$ cat src/design/prq_pkg.sv
// ----------------------------------------------------------------------------
// prq_pkg
// Shared types and constants for the priority ready queue.
// ----------------------------------------------------------------------------
package prq_pkg;

   localparam int PRIO_LEVELS = 32;
   localparam int VM_SLOTS    = 16;
   localparam int LVL_W       = $clog2(PRIO_LEVELS);
   localparam int VM_W        = $clog2(VM_SLOTS);
   localparam int QDEPTH      = 2;

   typedef enum logic [1:0] {
      OP_INSERT = 2'd0,
      OP_REMOVE = 2'd1,
      OP_QUERY  = 2'd2,
      OP_SPARE  = 2'd3
   } opcode_type;

   typedef enum logic [1:0] {
      ST_OK         = 2'd0,
      ST_DUP_INSERT = 2'd1,
      ST_NOT_QUEUED = 2'd2
   } status_type;

   typedef enum logic [1:0] {
      CMD_NONE   = 2'd0,
      CMD_INSERT = 2'd1,
      CMD_REMOVE = 2'd2
   } cmd_type;

   // Classified command passed from the front end to the back end.
   typedef struct packed {
      cmd_type           cmd;
      logic [VM_W-1:0]   vm;
      logic [LVL_W-1:0]  lvl;
   } work_type;

   typedef enum logic [1:0] {
      BK_IDLE  = 2'd0,
      BK_READ  = 2'd1,
      BK_WRITE = 2'd2,
      BK_OUT   = 2'd3
   } back_state_type;

endpackage

$ cat src/design/priority_ready_queue.sv
// ----------------------------------------------------------------------------
// priority_ready_queue
// Bitmap-indexed run queue with one FIFO of VM slots per priority level.
// ----------------------------------------------------------------------------
// A request (req_valid/req_ready) carries an opcode, a VM slot and a level.
// Insert appends the slot at the tail of its level, remove unlinks it from
// anywhere in its level, and query changes nothing. Every request yields one
// response (rsp_valid/rsp_ready) with a status and the head of the highest
// non-empty level. The front end classifies requests into a two-entry queue,
// so requests keep being taken while the back end works or the response
// waits. The back end reads the list neighbors, then writes the links, then
// encodes the bitmap into the response register; it takes the next request
// from the queue only after the response of the last one is registered.
// When the receiver stalls, the response holds and the back end waits; the
// front queue then fills and req_ready drops. Reset empties every level and
// the queued flags; the link stores are not cleared since they are only
// read where valid.
// ----------------------------------------------------------------------------
module priority_ready_queue import prq_pkg::*; (
   input  logic        clock,
   input  logic        reset,
   input  logic        req_valid,
   output logic        req_ready,
   input  logic [1:0]  req_opcode,
   input  logic [3:0]  req_vm_id,
   input  logic [4:0]  req_priority_req,
   output logic        rsp_valid,
   input  logic        rsp_ready,
   output logic [1:0]  rsp_status,
   output logic        rsp_any_ready,
   output logic [3:0]  rsp_top_vm,
   output logic [4:0]  rsp_top_priority
);

   // Work queue between the front and back ends.
   logic     wq_valid;
   logic     wq_pop;
   work_type wq_data;

   prq_front u_front (
      .clock            (clock),
      .reset            (reset),
      .req_valid        (req_valid),
      .req_ready        (req_ready),
      .req_opcode       (req_opcode),
      .req_vm_id        (req_vm_id),
      .req_priority_req (req_priority_req),
      .wq_valid         (wq_valid),
      .wq_pop           (wq_pop),
      .wq_data          (wq_data)
   );

   prq_back u_back (
      .clock            (clock),
      .reset            (reset),
      .wq_valid         (wq_valid),
      .wq_pop           (wq_pop),
      .wq_data          (wq_data),
      .rsp_valid        (rsp_valid),
      .rsp_ready        (rsp_ready),
      .rsp_status       (rsp_status),
      .rsp_any_ready    (rsp_any_ready),
      .rsp_top_vm       (rsp_top_vm),
      .rsp_top_priority (rsp_top_priority)
   );

endmodule

$ cat src/design/prq_front.sv
// ----------------------------------------------------------------------------
// prq_front
// Accepts requests, saturates the level and queues the decoded command.
// ----------------------------------------------------------------------------
module prq_front import prq_pkg::*; (
   input  logic              clock,
   input  logic              reset,
   input  logic              req_valid,
   output logic              req_ready,
   input  logic [1:0]        req_opcode,
   input  logic [3:0]        req_vm_id,
   input  logic [4:0]        req_priority_req,
   output logic              wq_valid,
   input  logic              wq_pop,
   output work_type          wq_data
);

   work_type         fifo_ff [QDEPTH];
   logic             wp_ff, wp_in, rp_ff, rp_in;
   logic [1:0]       cnt_ff, cnt_in;
   work_type         item;
   logic             push;

   always_comb begin
      item.vm  = VM_W'(req_vm_id);
      item.lvl = (32'(req_priority_req) >= PRIO_LEVELS) ? LVL_W'(PRIO_LEVELS - 1)
                                                         : LVL_W'(req_priority_req);
      unique case (opcode_type'(req_opcode))
         OP_INSERT: item.cmd = CMD_INSERT;
         OP_REMOVE: item.cmd = CMD_REMOVE;
         default:   item.cmd = CMD_NONE;
      endcase
      if (32'(req_vm_id) >= VM_SLOTS) item.cmd = CMD_NONE;
   end

   assign req_ready = (cnt_ff != 2'(QDEPTH));
   assign push      = req_valid && req_ready;
   assign wq_valid  = (cnt_ff != 2'd0);
   assign wq_data   = fifo_ff[rp_ff];

   always_comb begin
      wp_in  = push ? ~wp_ff : wp_ff;
      rp_in  = wq_pop ? ~rp_ff : rp_ff;
      cnt_in = cnt_ff + 2'(push) - 2'(wq_pop);
   end

   always_ff @(posedge clock) begin
      if (reset) begin
         wp_ff  <= 1'b0;
         rp_ff  <= 1'b0;
         cnt_ff <= 2'd0;
      end else begin
         wp_ff  <= wp_in;
         rp_ff  <= rp_in;
         cnt_ff <= cnt_in;
      end
      if (push) fifo_ff[wp_ff] <= item;
   end

endmodule

$ cat src/design/prq_back.sv
// ----------------------------------------------------------------------------
// prq_back
// Linked-list update of the level queues and highest-level report.
// ----------------------------------------------------------------------------
module prq_back import prq_pkg::*; (
   input  logic              clock,
   input  logic              reset,
   input  logic              wq_valid,
   output logic              wq_pop,
   input  work_type          wq_data,
   output logic              rsp_valid,
   input  logic              rsp_ready,
   output logic [1:0]        rsp_status,
   output logic              rsp_any_ready,
   output logic [3:0]        rsp_top_vm,
   output logic [4:0]        rsp_top_priority
);

   logic [PRIO_LEVELS-1:0] bitmap_ff, bitmap_in;
   logic [VM_SLOTS-1:0]    queued_ff, queued_in;
   logic [VM_W-1:0]        head_ff [PRIO_LEVELS];
   logic [VM_W-1:0]        tail_ff [PRIO_LEVELS];
   logic [VM_W-1:0]        next_ff [VM_SLOTS];
   logic [VM_W-1:0]        prev_ff [VM_SLOTS];
   logic [LVL_W-1:0]       sprio_ff [VM_SLOTS];

   back_state_type         state_ff, state_in;
   work_type               cur_ff;
   // Snapshot of neighbors taken in the read cycle.
   logic [LVL_W-1:0]       lvl_ff;
   logic [VM_W-1:0]        nx_ff, pv_ff, hd_ff, tl_ff;
   logic                   busy_ff;
   logic [1:0]             status_ff, status_in;
   logic                   out_valid_ff;
   logic                   any_ff;
   logic [VM_W-1:0]        top_vm_ff;
   logic [LVL_W-1:0]       top_lvl_ff;

   logic                   any_c;
   logic [LVL_W-1:0]       top_lvl_c;
   logic                   out_free;

   assign out_free = !out_valid_ff || rsp_ready;

   always_comb begin
      state_in = state_ff;
      unique case (state_ff)
         BK_IDLE:  if (wq_valid) state_in = BK_READ;
         BK_READ:  state_in = BK_WRITE;
         BK_WRITE: state_in = BK_OUT;
         BK_OUT:   if (out_free) state_in = BK_IDLE;
         default:  state_in = BK_IDLE;
      endcase
   end

   always_comb begin
      wq_pop = (state_ff == BK_IDLE) && wq_valid;
   end

   // Priority encode of the bitmap, highest set level wins.
   always_comb begin
      any_c     = |bitmap_ff;
      top_lvl_c = '0;
      for (int i = 0; i < PRIO_LEVELS; i++) begin
         if (bitmap_ff[i]) top_lvl_c = LVL_W'(i);
      end
   end

   always_comb begin
      status_in = ST_OK;
      if (cur_ff.cmd == CMD_INSERT && queued_ff[cur_ff.vm]) status_in = ST_DUP_INSERT;
      if (cur_ff.cmd == CMD_REMOVE && !queued_ff[cur_ff.vm]) status_in = ST_NOT_QUEUED;
   end

   always_comb begin
      bitmap_in = bitmap_ff;
      queued_in = queued_ff;
      if (state_ff == BK_WRITE && status_ff == ST_OK) begin
         if (cur_ff.cmd == CMD_INSERT) begin
            bitmap_in[cur_ff.lvl] = 1'b1;
            queued_in[cur_ff.vm]  = 1'b1;
         end else if (cur_ff.cmd == CMD_REMOVE) begin
            if (hd_ff == cur_ff.vm && tl_ff == cur_ff.vm) bitmap_in[lvl_ff] = 1'b0;
            queued_in[cur_ff.vm] = 1'b0;
         end
      end
   end

   always_ff @(posedge clock) begin
      if (reset) begin
         state_ff     <= BK_IDLE;
         bitmap_ff    <= '0;
         queued_ff    <= '0;
         out_valid_ff <= 1'b0;
      end else begin
         state_ff  <= state_in;
         bitmap_ff <= bitmap_in;
         queued_ff <= queued_in;
         if (state_ff == BK_OUT && out_free) out_valid_ff <= 1'b1;
         else if (rsp_ready) out_valid_ff <= 1'b0;
      end

      if (wq_pop) cur_ff <= wq_data;

      if (state_ff == BK_READ) begin
         status_ff <= status_in;
         lvl_ff    <= (cur_ff.cmd == CMD_INSERT) ? cur_ff.lvl : sprio_ff[cur_ff.vm];
         busy_ff   <= bitmap_ff[cur_ff.lvl];
         nx_ff     <= next_ff[cur_ff.vm];
         pv_ff     <= prev_ff[cur_ff.vm];
         hd_ff     <= head_ff[sprio_ff[cur_ff.vm]];
         tl_ff     <= (cur_ff.cmd == CMD_INSERT) ? tail_ff[cur_ff.lvl]
                                                 : tail_ff[sprio_ff[cur_ff.vm]];
      end

      if (state_ff == BK_WRITE && status_ff == ST_OK) begin
         if (cur_ff.cmd == CMD_INSERT) begin
            if (busy_ff) begin
               next_ff[tl_ff]     <= cur_ff.vm;
               prev_ff[cur_ff.vm] <= tl_ff;
            end else begin
               head_ff[lvl_ff] <= cur_ff.vm;
            end
            tail_ff[lvl_ff]     <= cur_ff.vm;
            sprio_ff[cur_ff.vm] <= lvl_ff;
         end else if (cur_ff.cmd == CMD_REMOVE) begin
            if (!(hd_ff == cur_ff.vm && tl_ff == cur_ff.vm)) begin
               if (hd_ff == cur_ff.vm) head_ff[lvl_ff] <= nx_ff;
               else                    next_ff[pv_ff]  <= nx_ff;
               if (tl_ff == cur_ff.vm) tail_ff[lvl_ff] <= pv_ff;
               else                    prev_ff[nx_ff]  <= pv_ff;
            end
         end
      end

      if (state_ff == BK_OUT && out_free) begin
         rsp_status   <= status_ff;
         any_ff       <= any_c;
         top_vm_ff    <= any_c ? head_ff[top_lvl_c] : '0;
         top_lvl_ff   <= top_lvl_c;
      end
   end

   assign rsp_valid        = out_valid_ff;
   assign rsp_any_ready    = any_ff;
   assign rsp_top_vm       = 4'(top_vm_ff);
   assign rsp_top_priority = 5'(top_lvl_ff);

endmodule

$ cat config.mk
export PLATFORM = sky130hd
export DESIGN_NAME = priority_ready_queue
export DESIGN_NICKNAME = d
export VERILOG_FILES = /design/src/design/prq_pkg.sv /design/src/design/priority_ready_queue.sv /design/src/design/prq_front.sv /design/src/design/prq_back.sv
export SDC_FILE = /design/constraint.sdc
export NUM_CORES = 1
export LEC_CHECK = 0
export CAP_MARGIN = 15
export CORE_MARGIN = 8
export CORE_UTILIZATION = 60
export CTS_BUF_LIST = sky130_fd_sc_hd__clkbuf_16
export DETAILED_ROUTE_END_ITERATION = 12
export DONT_BUFFER_PORTS = 1
export GPL_TIMING_DRIVEN = 1
export PLACE_DENSITY_LB_ADDON = 0.25
export SETUP_SLACK_MARGIN = 0.15
export SYNTH_ARGS = -nofsm -noshare
export SYNTH_HDL_FRONTEND = slang
export SYNTH_SLANG_ARGS = --single-unit
$ cat constraint.sdc
create_clock -name clock -period 5.6 [get_ports clock]
set_input_delay 1.68 -clock clock [delete_from_list [all_inputs] [get_ports clock]]
set_output_delay 1.68 -clock clock [all_outputs]
set_load 0.02 [all_outputs]
==> results of run 1 <==
==> synthesized netlist by cell type (29+ instances only) <==
library cell    n
edfxtp_1      533
clkbuf_1       46
a31oi_1        29
o21ai_0        48
nand3_1        75
nand2_1       341
nand4_1        33
a22oi_1        32
a21oi_1        91
buf_2          45
dfxtp_1        55
mux2i_1        79
mux2_2         32
mux4_2        106
nor2_1        168
==> layout make-up <==
class	count	area [sq um]
sequential	588	17100
fill	3083	15000
multi-input combinational	1236	8770
clock buffer	58	1450
tap	592	741
clock inverter	49	523
timing repair buffer	26	208
inverter	28	105
antenna	1	2.50
==> metal layers <==
metal / vias to the layer above / part of all wire [%] / global-route usage (%)
li1: 7432 / - / -
met4: 0 / 4.4 / 11.6
met3: 200 / 12 / 7.53
met5: - / 0 / 0
met1: 8739 / 39 / 37.7
met2: 1188 / 45 / 41.4
==> final timing paths <==
check,end,slack (ps),startpoint
setup / recovery,u_back.tl_ff[1],1430,u_back.cur_ff[5]
hold / removal,register,450,register
setup reg to reg,u_back.tl_ff[1],1430,u_back.cur_ff[5]
hold reg to reg,register,450,register
==> registers in the layout, indices dropped and copies added (netlist names), 4 cells and up, named ones only <==
register / count
u_back.bitmap_ff: 32
u_back.tl_ff: 4
u_back.nx_ff: 4
u_back.head_ff: 128
u_front.fifo_ff: 22
u_back.rsp_top_vm: 4
u_back.hd_ff: 4
u_back.next_ff: 64
u_back.sprio_ff: 80
u_back.tail_ff: 128
u_back.rsp_top_priority: 5
u_back.cur_ff: 11
u_back.prev_ff: 64
u_back.lvl_ff: 5
u_back.pv_ff: 4
==> power breakdown <==
| group | leakage, nW | internal [W] | switching (W) | total, W |
|---|---|---|---|---|
| Clock | 0.979 | 0.00235 | 0.00168 | 0.00403 |
| Sequential | 5.26 | 0.00551 | 0.000394 | 0.00591 |
| Combinational | 3.25 | 0.00162 | 0.00328 | 0.00490 |
==> cell families after synthesis <==
logic type,count (synthesis),share of synthesized area (%)
compound gates,277,6.53
buf+inv,150,2.71
fa+ha+maj,8,0.377
mux,222,13.7
simple gates,717,11.9
xor+xnor,12,0.395
flops,588,64.4
==> worst max-delay path, delay by kind of cell, from the launching register on <==
kind / cells / cell delay, ps
mux: 1 / 550
buf+inv: 1 / 380
flops: 1 / 710
simple gates: 2 / 630
compound gates: 5 / 1610
==> stage by stage <==
stage / cells / hold slack, ps / area (sq um)
5_1_grt: 2577 / 472 / 28900
6_report: 2578 / 452 / 28900
3_3_place_gp: 2468 / 434 / 26900
2_1_floorplan: 1974 / 427 / 26600
3_5_place_dp: 2469 / 442 / 26900
4_1_cts: 2576 / 450 / 28900
==> cells in the final DEF, fill, tap and decap left out, drive strengths merged, types with 8 or more instances in the layout <==
cell type | synthesis | final
edfxtp | 533 | 533
nand2 | 343 | 343
nor2 | 171 | 171
mux4 | 107 | 107
a21oi | 91 | 91
mux2i | 82 | 82
nand3 | 75 | 75
clkbuf | 46 | 59
dfxtp | 55 | 55
o21ai | 53 | 53
inv | 28 | 37
nand4 | 33 | 33
mux2 | 33 | 33
a22oi | 32 | 32
a31oi | 29 | 29
clkinv | 0 | 27
buf | 76 | 25
nor2b | 21 | 21
a32oi | 19 | 19
o22ai | 15 | 15
nor3 | 12 | 12
and2 | 12 | 12
o211ai | 12 | 12
xnor2 | 10 | 10
bufinv | 0 | 10
nor4 | 9 | 9
nor3b | 9 | 9
nand2b | 8 | 8
and3 | 8 | 8
ha | 8 | 8
==> results.sh, run 1 <==
export IMPL_die_area_sq_mm=0.0513
export IMPL_rsz0062_at_grt="false"
export IMPL_finalWorstSetupSlack_ps=1430
export IMPL_crit_path_top_delay_cell="a221oi_2"
export IMPL_postSynthCellCount=1974
export IMPL_slew_viol_final=0
export IMPL_antenna_left=0
export IMPL_worst_slew_pin_slew_ps=1320
export IMPL_synth_flop_cell="edfxtp_1"
export IMPL_core_sq_mm=0.0439
export IMPL_row_count=77
export IMPL_yosysTopAreaCell="edfxtp_1"
export IMPL_async_flop_share_pct=0
export IMPL_cts_resized=0
export IMPL_ys_warnings_count=0
export IMPL_path_clk_slew_ps=60
export IMPL_power_w=0.0148
export IMPL_end_kind="register"
export IMPL_worst_clock_skew_ps=31.2
export IMPL_fmaxAchievable_mhz=240
export IMPL_grt_pass1_wl_microns=105000
export IMPL_synth_nets=1997
export IMPL_initial_core_util_pct=60.5
export IMPL_fp_dieW_microns=226
export IMPL_nets=1961
export IMPL_power_density_mw_per_mm2=513
export IMPL_setup_tns_ps=0
export IMPL_arrival_ps=4550
export IMPL_cts_setup_buffers=0
export IMPL_fin_util_pct=65.8
export IMPL_min_period_ps=4170
export IMPL_gp_congestion=0.984
export IMPL_clk_path_buf_depth=3
export IMPL_insertion_delay_ps=640
export IMPL_wl_microns=69900
export IMPL_postSynthAreaPerCell_sq_um=13.5
export IMPL_worst_path_largest_cell_delay_ps=730
export IMPL_cts_sinks=588
export IMPL_hold_class="reg2reg"
export IMPL_hpwl_microns=47700
export IMPL_vias=17600
export IMPL_overflow=0
export IMPL_dpl_worst_slack_ps=1500
export IMPL_irDropWorstVdd_v=0.000384
export IMPL_crit_chain="buf_4 > mux4_2 > a22o_1 > a221oi_2 > and2_1 > a22oi_1 > a32oi_1 > nand2_1 > a21o_1"
export IMPL_ys_seq_area_share_pct=64.4
export IMPL_cts_buffers=58
export IMPL_grt_max_degree=82
export IMPL_antenna_found_initial=1
export IMPL_synthTopCellsByArea="edfxtp_1, mux4_2, nand2_1"
export IMPL_pin_count=29
export IMPL_netlist_area_sq_mm=0.0266
export IMPL_hold_depth=2
export IMPL_root_buffer="clkbuf_16"
export IMPL_drc=0
export IMPL_r2r_worst_path_cells=9
export IMPL_die_y_microns=226
export IMPL_status="completed"
export IMPL_finalHoldViolations=0
export IMPL_p_leak_nw=9.49
export IMPL_synth_edff_count=533
export IMPL_wl_per_cell_microns=27.1
export IMPL_cts_tree="built"
export IMPL_start_kind="register"
export IMPL_portBuffers=0
export IMPL_synth_top_area_share_pct=60.2
export IMPL_area_growth_pct=8.77
export IMPL_final_setup_viol_count=0
export IMPL_viasPerCell=6.81
export IMPL_yosysUniqueCellTypes=71
export IMPL_max_cap_violations=0
export IMPL_setup_worst_path_class="reg2reg"
export IMPL_grt_pass1_vias=16900
export IMPL_fin_crit_sh_pct=74.5
export IMPL_path_max_fanout=11
export IMPL_dr_first_iter_drc_count=2792
export IMPL_drt_first_pass_iters=6
export IMPL_hold_buffers=0
export IMPL_drive_gt1_share_pct=13.6
export IMPL_synth_seq_cells=588
export IMPL_relSlewSlack_pct=11.1
export IMPL_cp_required_ps=5980
export IMPL_grt_use_total_pct=27.5
export IMPL_htree_levels=2
(Power assumes the default switching activity.)
==> inputs of run 2 (changes only) <==
Settings changed: CORE_UTILIZATION 60 to 58.
Clock period 5.6 ns to 3.4 ns, I/O delays scaled along.
==> run 2 against run 1 <==
  * Global-route usage shrank 2.0 points
  * Clock skew grew 20 ps
  * Routed wire length shrank 1.8%
  * Critical path depth grew 1
  * Largest cell class unchanged
  * Register-to-register slack lost 1200 ps
  * Total power grew 64%
  * Sequential share of layout area shrank 0.69 points
  * Clock power grew 55%
  * Non-clock buffer count grew 30
  * Combinational power grew 73%
==> results.sh, run 2 (synthesized netlist as in run 1, its figures left out) <==
export IMPL_max_cap_violations=0
export IMPL_setup_tns_ps=0
export IMPL_path_max_fanout=9
export IMPL_insertion_delay_ps=660
export IMPL_p_switching_w=0.00882
export IMPL_vias=17500
export IMPL_grt_pass1_wl_microns=104000
export IMPL_whs_endpoint="u_front.cnt_ff[0]"
export IMPL_viasPerCell=6.69
export IMPL_p_int_w=0.0156
export IMPL_root_buffer="clkbuf_16"
export IMPL_finalWorstSetupSlack_ps=180
export IMPL_setup_worst_path_class="reg2reg"
export IMPL_r2r_start="u_back.bitmap_ff[16]"
export IMPL_final_setup_viol_count=0
export IMPL_portBuffers=0
export IMPL_largestRegisters="u_back.head_ff (128), u_back.tail_ff (128), u_back.sprio_ff (80)"
export IMPL_drive_gt1_share_pct=15.9
export IMPL_fmaxAchievable_mhz=311
export IMPL_slew_viol_final=0
export IMPL_gp_congestion=1.05
export IMPL_finalHoldViolations=0
export IMPL_path_clk_slew_ps=60
export IMPL_drc=0
export IMPL_row_count=78
export IMPL_antenna_left=0
export IMPL_dr_first_iter_drc_count=2473
export IMPL_cts_tree="built"
export IMPL_grt_max_degree=62
export IMPL_top_layer="met5"
export IMPL_hold_depth=1
export IMPL_min_period_ps=3220
export IMPL_cts_buffers=57
export IMPL_antenna_found_initial=1
export IMPL_power_density_mw_per_mm2=834
export IMPL_cp_required_ps=3720
export IMPL_dpl_instance_area_sq_mm=0.0272
export IMPL_die_area_sq_mm=0.0529
export IMPL_wl_microns=68600
export IMPL_regToRegSetupSlack_ps=180
export IMPL_clk_path_buf_depth=3
export IMPL_status="completed"
export IMPL_core_sq_mm=0.0453
export IMPL_irDropWorstVdd_v=0.000512
export IMPL_rsz0062_at_grt="false"
export IMPL_final_cell_mix="edfxtp_1, nand2_1, nor2_1, mux4_2, a21oi_1"
export IMPL_end_kind="register"
export IMPL_final_common_cell="edfxtp_1"
export IMPL_grt_pass1_vias=17000
export IMPL_seqPwrFrac_pct=39.6
export IMPL_relSlewSlack_pct=29.9
export IMPL_min_from="reset"
export IMPL_nets=1990
export IMPL_cts_sinks=588
export IMPL_r2r_worst_path_cells=10
export IMPL_met3_length_microns=6000
export IMPL_hold_class="in2reg"
export IMPL_drt_first_pass_iters=6
export IMPL_fin_area_sq_mm=0.0293
export IMPL_m1WireLength_microns=26800
export IMPL_die_y_microns=230
export IMPL_wl_per_cell_microns=26.2
export IMPL_pin_count=29
export IMPL_grt_use_total_pct=25.4
export IMPL_start_kind="register"
export IMPL_worst_clock_skew_ps=51.4
export IMPL_p_leak_nw=9.69
export IMPL_p_comb_share_pct=34.7
export IMPL_swShare_pct=36.2
export IMPL_hpwl_microns=47100
export IMPL_worst_slew_pin_slew_ps=1050
export IMPL_num_fill_cells=3246
export IMPL_fp_dieW_microns=230
export IMPL_dpl_worst_slack_ps=39.2
export IMPL_rr_endpoint="u_back.rsp_top_vm[3]"
export IMPL_area_growth_pct=10.1
export IMPL_power_w=0.0244
export IMPL_initial_core_util_pct=58.7
export IMPL_route_met2_wl_microns=32300
export IMPL_antennaDiodeCount=0
export IMPL_fin_crit_sh_pct=94.7
export IMPL_hold_buffers=0
export IMPL_htree_levels=2
export IMPL_overflow=0
export IMPL_power_frac_clock_pct=25.7
export IMPL_arrival_ps=3540
run 2: what timing repair did:
action                                  in CTS  in global routing
endpoints found under the setup margin       7                107
resized for setup                            5                 11
cloned                                       0                  1
pin swaps                                    1                  0
setup buffers                                2                  2
hold endpoints to repair                     0                  0
run 2: area by class of cell:
| cell class | count | area, sq um | share of cell area (%) |
|---|---|---|---|
| tap | 600 | 751 | 2.57 |
| clock inverter | 49 | 402 | 1.37 |
| multi-input combinational | 1236 | 8840 | 30.2 |
| clock buffer | 59 | 1480 | 5.05 |
| sequential | 588 | 17100 | 58.5 |
| inverter | 28 | 105 | 0.359 |
| timing repair buffer | 56 | 576 | 1.97 |
run 2: how the worst max path moves through the flow:
stage,start,endpoint,slack (ps),depth (start not counted)
after global placement,u_back.bitmap_ff[26],u_back.rsp_top_vm[3],70,10
after CTS,u_back.cur_ff[5],u_back.tl_ff[1],190,8
after global routing,u_back.bitmap_ff[3],u_back.rsp_top_vm[1],150,10
after detailed placement,u_back.bitmap_ff[26],u_back.rsp_top_vm[3],40,10
final,u_back.bitmap_ff[16],u_back.rsp_top_vm[3],180,10
after floorplan,u_back.cur_ff[5],u_back.nx_ff[0],660,6
run 2: metal layers:
metal,vias to the layer above,track usage (%)
met1,8737,34.4
met2,1038,40.1
met4,2,12.2
met5,-,0
met3,232,4.17
li1,7487,-
run 2: per-stage QoR:
stage / util [%] / hold slack, ps / instances
finish: 64.6 / 432 / 2616
global route: 64.6 / 416 / 2616
detailed placement: 60.2 / 442 / 2503
global placement: 60.2 / 438 / 2503
CTS: 64.4 / 404 / 2613
floorplan: - / 427 / 1974
run 2: power by group through the flow:
stage | combinational, W | sequential [W] | clock [W]
finish | 0.00847 | 0.00967 | 0.00626
global route | 0.00901 | 0.00970 | 0.00658
CTS | 0.00823 | 0.00965 | 0.00632
detailed placement | 0.00818 | 0.00979 | 0
global placement | 0.00808 | 0.00977 | 0
floorplan | 0.00589 | 0.00943 | 0
run 2: worst max-delay path, cell delays in order (launching register included):
cell	delay (ps)
dfxtp_1	400
or3_1	350
a221o_1	270
a21oi_1	330
o211ai_4	120
buf_4	210
nand2_1	190
o22ai_1	170
nor4_2	460
buf_4	200
o2111ai_1	200
==> inputs of run 3 (changes only) <==
Settings changed: SYNTH_HIERARCHICAL set to 1.
==> run 3 against run 2 <==
  * Register-to-register slack gained 80 ps
  * Synthesized cell count grew 2.4%
  * Synthesized area grew 2.0%
  * Fmax grew 2.6%
  * Die area grew 1.8%
  * First-iteration DRC count shrank 6.6%
  * Largest power group unchanged
==> results.sh, run 3 <==
export IMPL_status="completed"
export IMPL_synth_nets=2045
export IMPL_ys_warnings_count=6
export IMPL_r2r_worst_path_cells=11
export IMPL_power_frac_clock_pct=25.8
export IMPL_viasPerCell=6.66
export IMPL_cts_buffers=58
export IMPL_hpwl_microns=48200
export IMPL_worst_clock_skew_ps=15.4
export IMPL_core_sq_mm=0.0464
export IMPL_postSynthCellCount=2022
export IMPL_overflow=0
export IMPL_cts_sinks=598
export IMPL_cts_setup_buffers=0
export IMPL_worst_slew_pin_slew_ps=1010
export IMPL_grt_pass1_wl_microns=107000
export IMPL_fmaxAchievable_mhz=319
export IMPL_yosysMostFrequentCell="edfxtp_1"
export IMPL_dr_first_iter_drc_count=2311
export IMPL_antenna_left=0
export IMPL_htree_levels=2
export IMPL_wl_microns=71000
export IMPL_grt_pass1_vias=17200
export IMPL_netlist_area_sq_mm=0.0271
export IMPL_portBuffers=0
export IMPL_p_int_w=0.0164
export IMPL_area_growth_pct=9.83
export IMPL_drc=0
export IMPL_regToRegSetupSlack_ps=260
export IMPL_final_common_cell="edfxtp_1"
export IMPL_p_comb_share_pct=35.7
export IMPL_cp_required_ps=3860
export IMPL_finalHoldViolations=0
export IMPL_synthTopCellsByArea="edfxtp_1, mux4_2, dfxtp_1"
export IMPL_drt_first_pass_iters=8
export IMPL_rsz0062_at_grt="false"
export IMPL_clk_path_buf_depth=3
export IMPL_root_buffer="clkbuf_16"
export IMPL_fp_dieW_microns=232
export IMPL_grt_max_degree=75
export IMPL_initial_core_util_pct=58.5
export IMPL_drive_gt1_share_pct=15.8
export IMPL_cts_tree="built"
export IMPL_synth_edff_count=533
export IMPL_largestRegisters="u_back/head_ff (128), u_back/tail_ff (128), u_back/sprio_ff (80)"
export IMPL_end_kind="register"
export IMPL_start_kind="register"
export IMPL_yosysUniqueCellTypes=69
export IMPL_rr_endpoint="u_back/tl_ff[2]"
export IMPL_setup_tns_ps=0
export IMPL_slew_viol_final=0
export IMPL_async_flop_share_pct=0
export IMPL_final_cell_mix="edfxtp_1, nand2_1, nor2_1, mux4_2, a21oi_1"
export IMPL_vias=17700
export IMPL_p_leak_nw=9.69
export IMPL_hold_depth=2
export IMPL_num_fill_cells=3434
export IMPL_postSynthAreaPerCell_sq_um=13.4
export IMPL_setup_worst_path_class="reg2reg"
export IMPL_fin_crit_sh_pct=92.3
export IMPL_grt_use_total_pct=26.1
export IMPL_wl_per_cell_microns=26.7
export IMPL_min_period_ps=3140
export IMPL_yosysTopAreaCell="edfxtp_1"
export IMPL_antennaDiodeCount=0
export IMPL_hold_class="reg2reg"
export IMPL_synth_commonest_cells="edfxtp_1, nand2_1, nor2_1, mux4_2, a21oi_1"
export IMPL_die_y_microns=232
export IMPL_synth_top_area_share_pct=59.1
export IMPL_pin_count=29
export IMPL_path_clk_slew_ps=60
export IMPL_ys_seq_area_share_pct=63.9
export IMPL_path_max_fanout=32
export IMPL_arrival_ps=3590
export IMPL_antenna_found_initial=0
export IMPL_insertion_delay_ps=620
export IMPL_p_switching_w=0.00941
export IMPL_max_cap_violations=0
export IMPL_die_area_sq_mm=0.0539
export IMPL_swShare_pct=36.4
export IMPL_synth_flop_cell="edfxtp_1"
export IMPL_final_setup_viol_count=0
export IMPL_power_density_mw_per_mm2=868
export IMPL_relSlewSlack_pct=32.7
export IMPL_synth_seq_cells=598
export IMPL_fin_util_pct=64.2
export IMPL_seqPwrFrac_pct=38.5
export IMPL_gp_congestion=1.01
export IMPL_nets=2031
export IMPL_irDropWorstVdd_v=0.000542
export IMPL_row_count=79
## run 3: metal layers
layer  global-route usage [%]  part of all wire (%)  routed length, microns
met3                     4.51                   9.0                    6400
met4                     9.95                   4.0                    2860
met1                     35.7                    40                   28400
met5                        0                     0                       0
met2                     41.6                    47                   33400
## run 3: logic make-up (layout without fill, tap and decap cells)
kind of cell / Yosys count / after routing / share of synthesized area, %
and+or+nand+nor: 756 / 756 / 12.3
DFF: 598 / 598 / 63.9
AOI/OAI and AO/OA: 287 / 287 / 6.94
muxes: 206 / 206 / 13.5
buffers and inverters: 157 / 192 / 2.75
xor gates and xnor gates: 10 / 10 / 0.323
adders and majority gates: 8 / 8 / 0.369
## run 3: worst max-delay path: stages, from the launching register on
cell and delay (ps):
dfxtp_1 360, buf_12 210, mux4_2 530, mux2i_1 230, buf_4 180, o21a_4 210
buf_12 220, nand2_1 80, a32oi_1 270, a31oi_1 170, a211o_1 310, a31oi_1 170
## run 3: through the flow
stage          instance area, sq um  hold WS (ps)  setup WS (ps)  instances  power, W
2_1_floorplan                 27100           427            750       2022    0.0161
3_3_place_gp                  27700           434          -27.8       2553    0.0188
3_5_place_dp                  27700           443            299       2554    0.0190
4_1_cts                       29700           441            259       2663    0.0256
5_1_grt                       29800           454            159       2664    0.0268
6_report                      29800           457            261       2664    0.0258
## run 3: repair_timing
item / 4_1_cts / 5_1_grt
endpoints found under the setup margin: 0 / 4
hold buffers: 0 / 0
gates resized for setup: 0 / 3
## run 3: how the worst max path moves through the flow
stage / from / to / slack (ps) / cells past startpoint
floorplan: register / u_back/tl_ff[1] / 750 / 12
global placement: u_back/cur_ff[8] / u_back/tail_ff[8][0] / -30 / 6
detailed placement: register / u_back/tl_ff[0] / 300 / 9
CTS: register / u_back/tl_ff[2] / 260 / 11
global route: register / u_back/tl_ff[2] / 160 / 11
finish: register / u_back/tl_ff[2] / 260 / 11
## run 3: power by group through the flow
stage / registers (W) / logic (W) / clock network [W]
5_1_grt: 0.00999 / 0.00979 / 0.00701
3_3_place_gp: 0.0101 / 0.00879 / 0
3_5_place_dp: 0.0101 / 0.00889 / 0
4_1_cts: 0.00991 / 0.00895 / 0.00677
6_report: 0.00994 / 0.00923 / 0.00667
2_1_floorplan: 0.00957 / 0.00655 / 0
## run 3: area by class of cell
cell class / instances / area (sq um) / share of cell area (%)
multi-input combinational: 1267 / 9080 / 30.5
sequential: 598 / 17300 / 58.2
timing repair buffer: 53 / 503 / 1.69
clock buffer: 59 / 1480 / 4.96
tap: 607 / 759 / 2.55
inverter: 30 / 113 / 0.378
clock inverter: 50 / 523 / 1.76
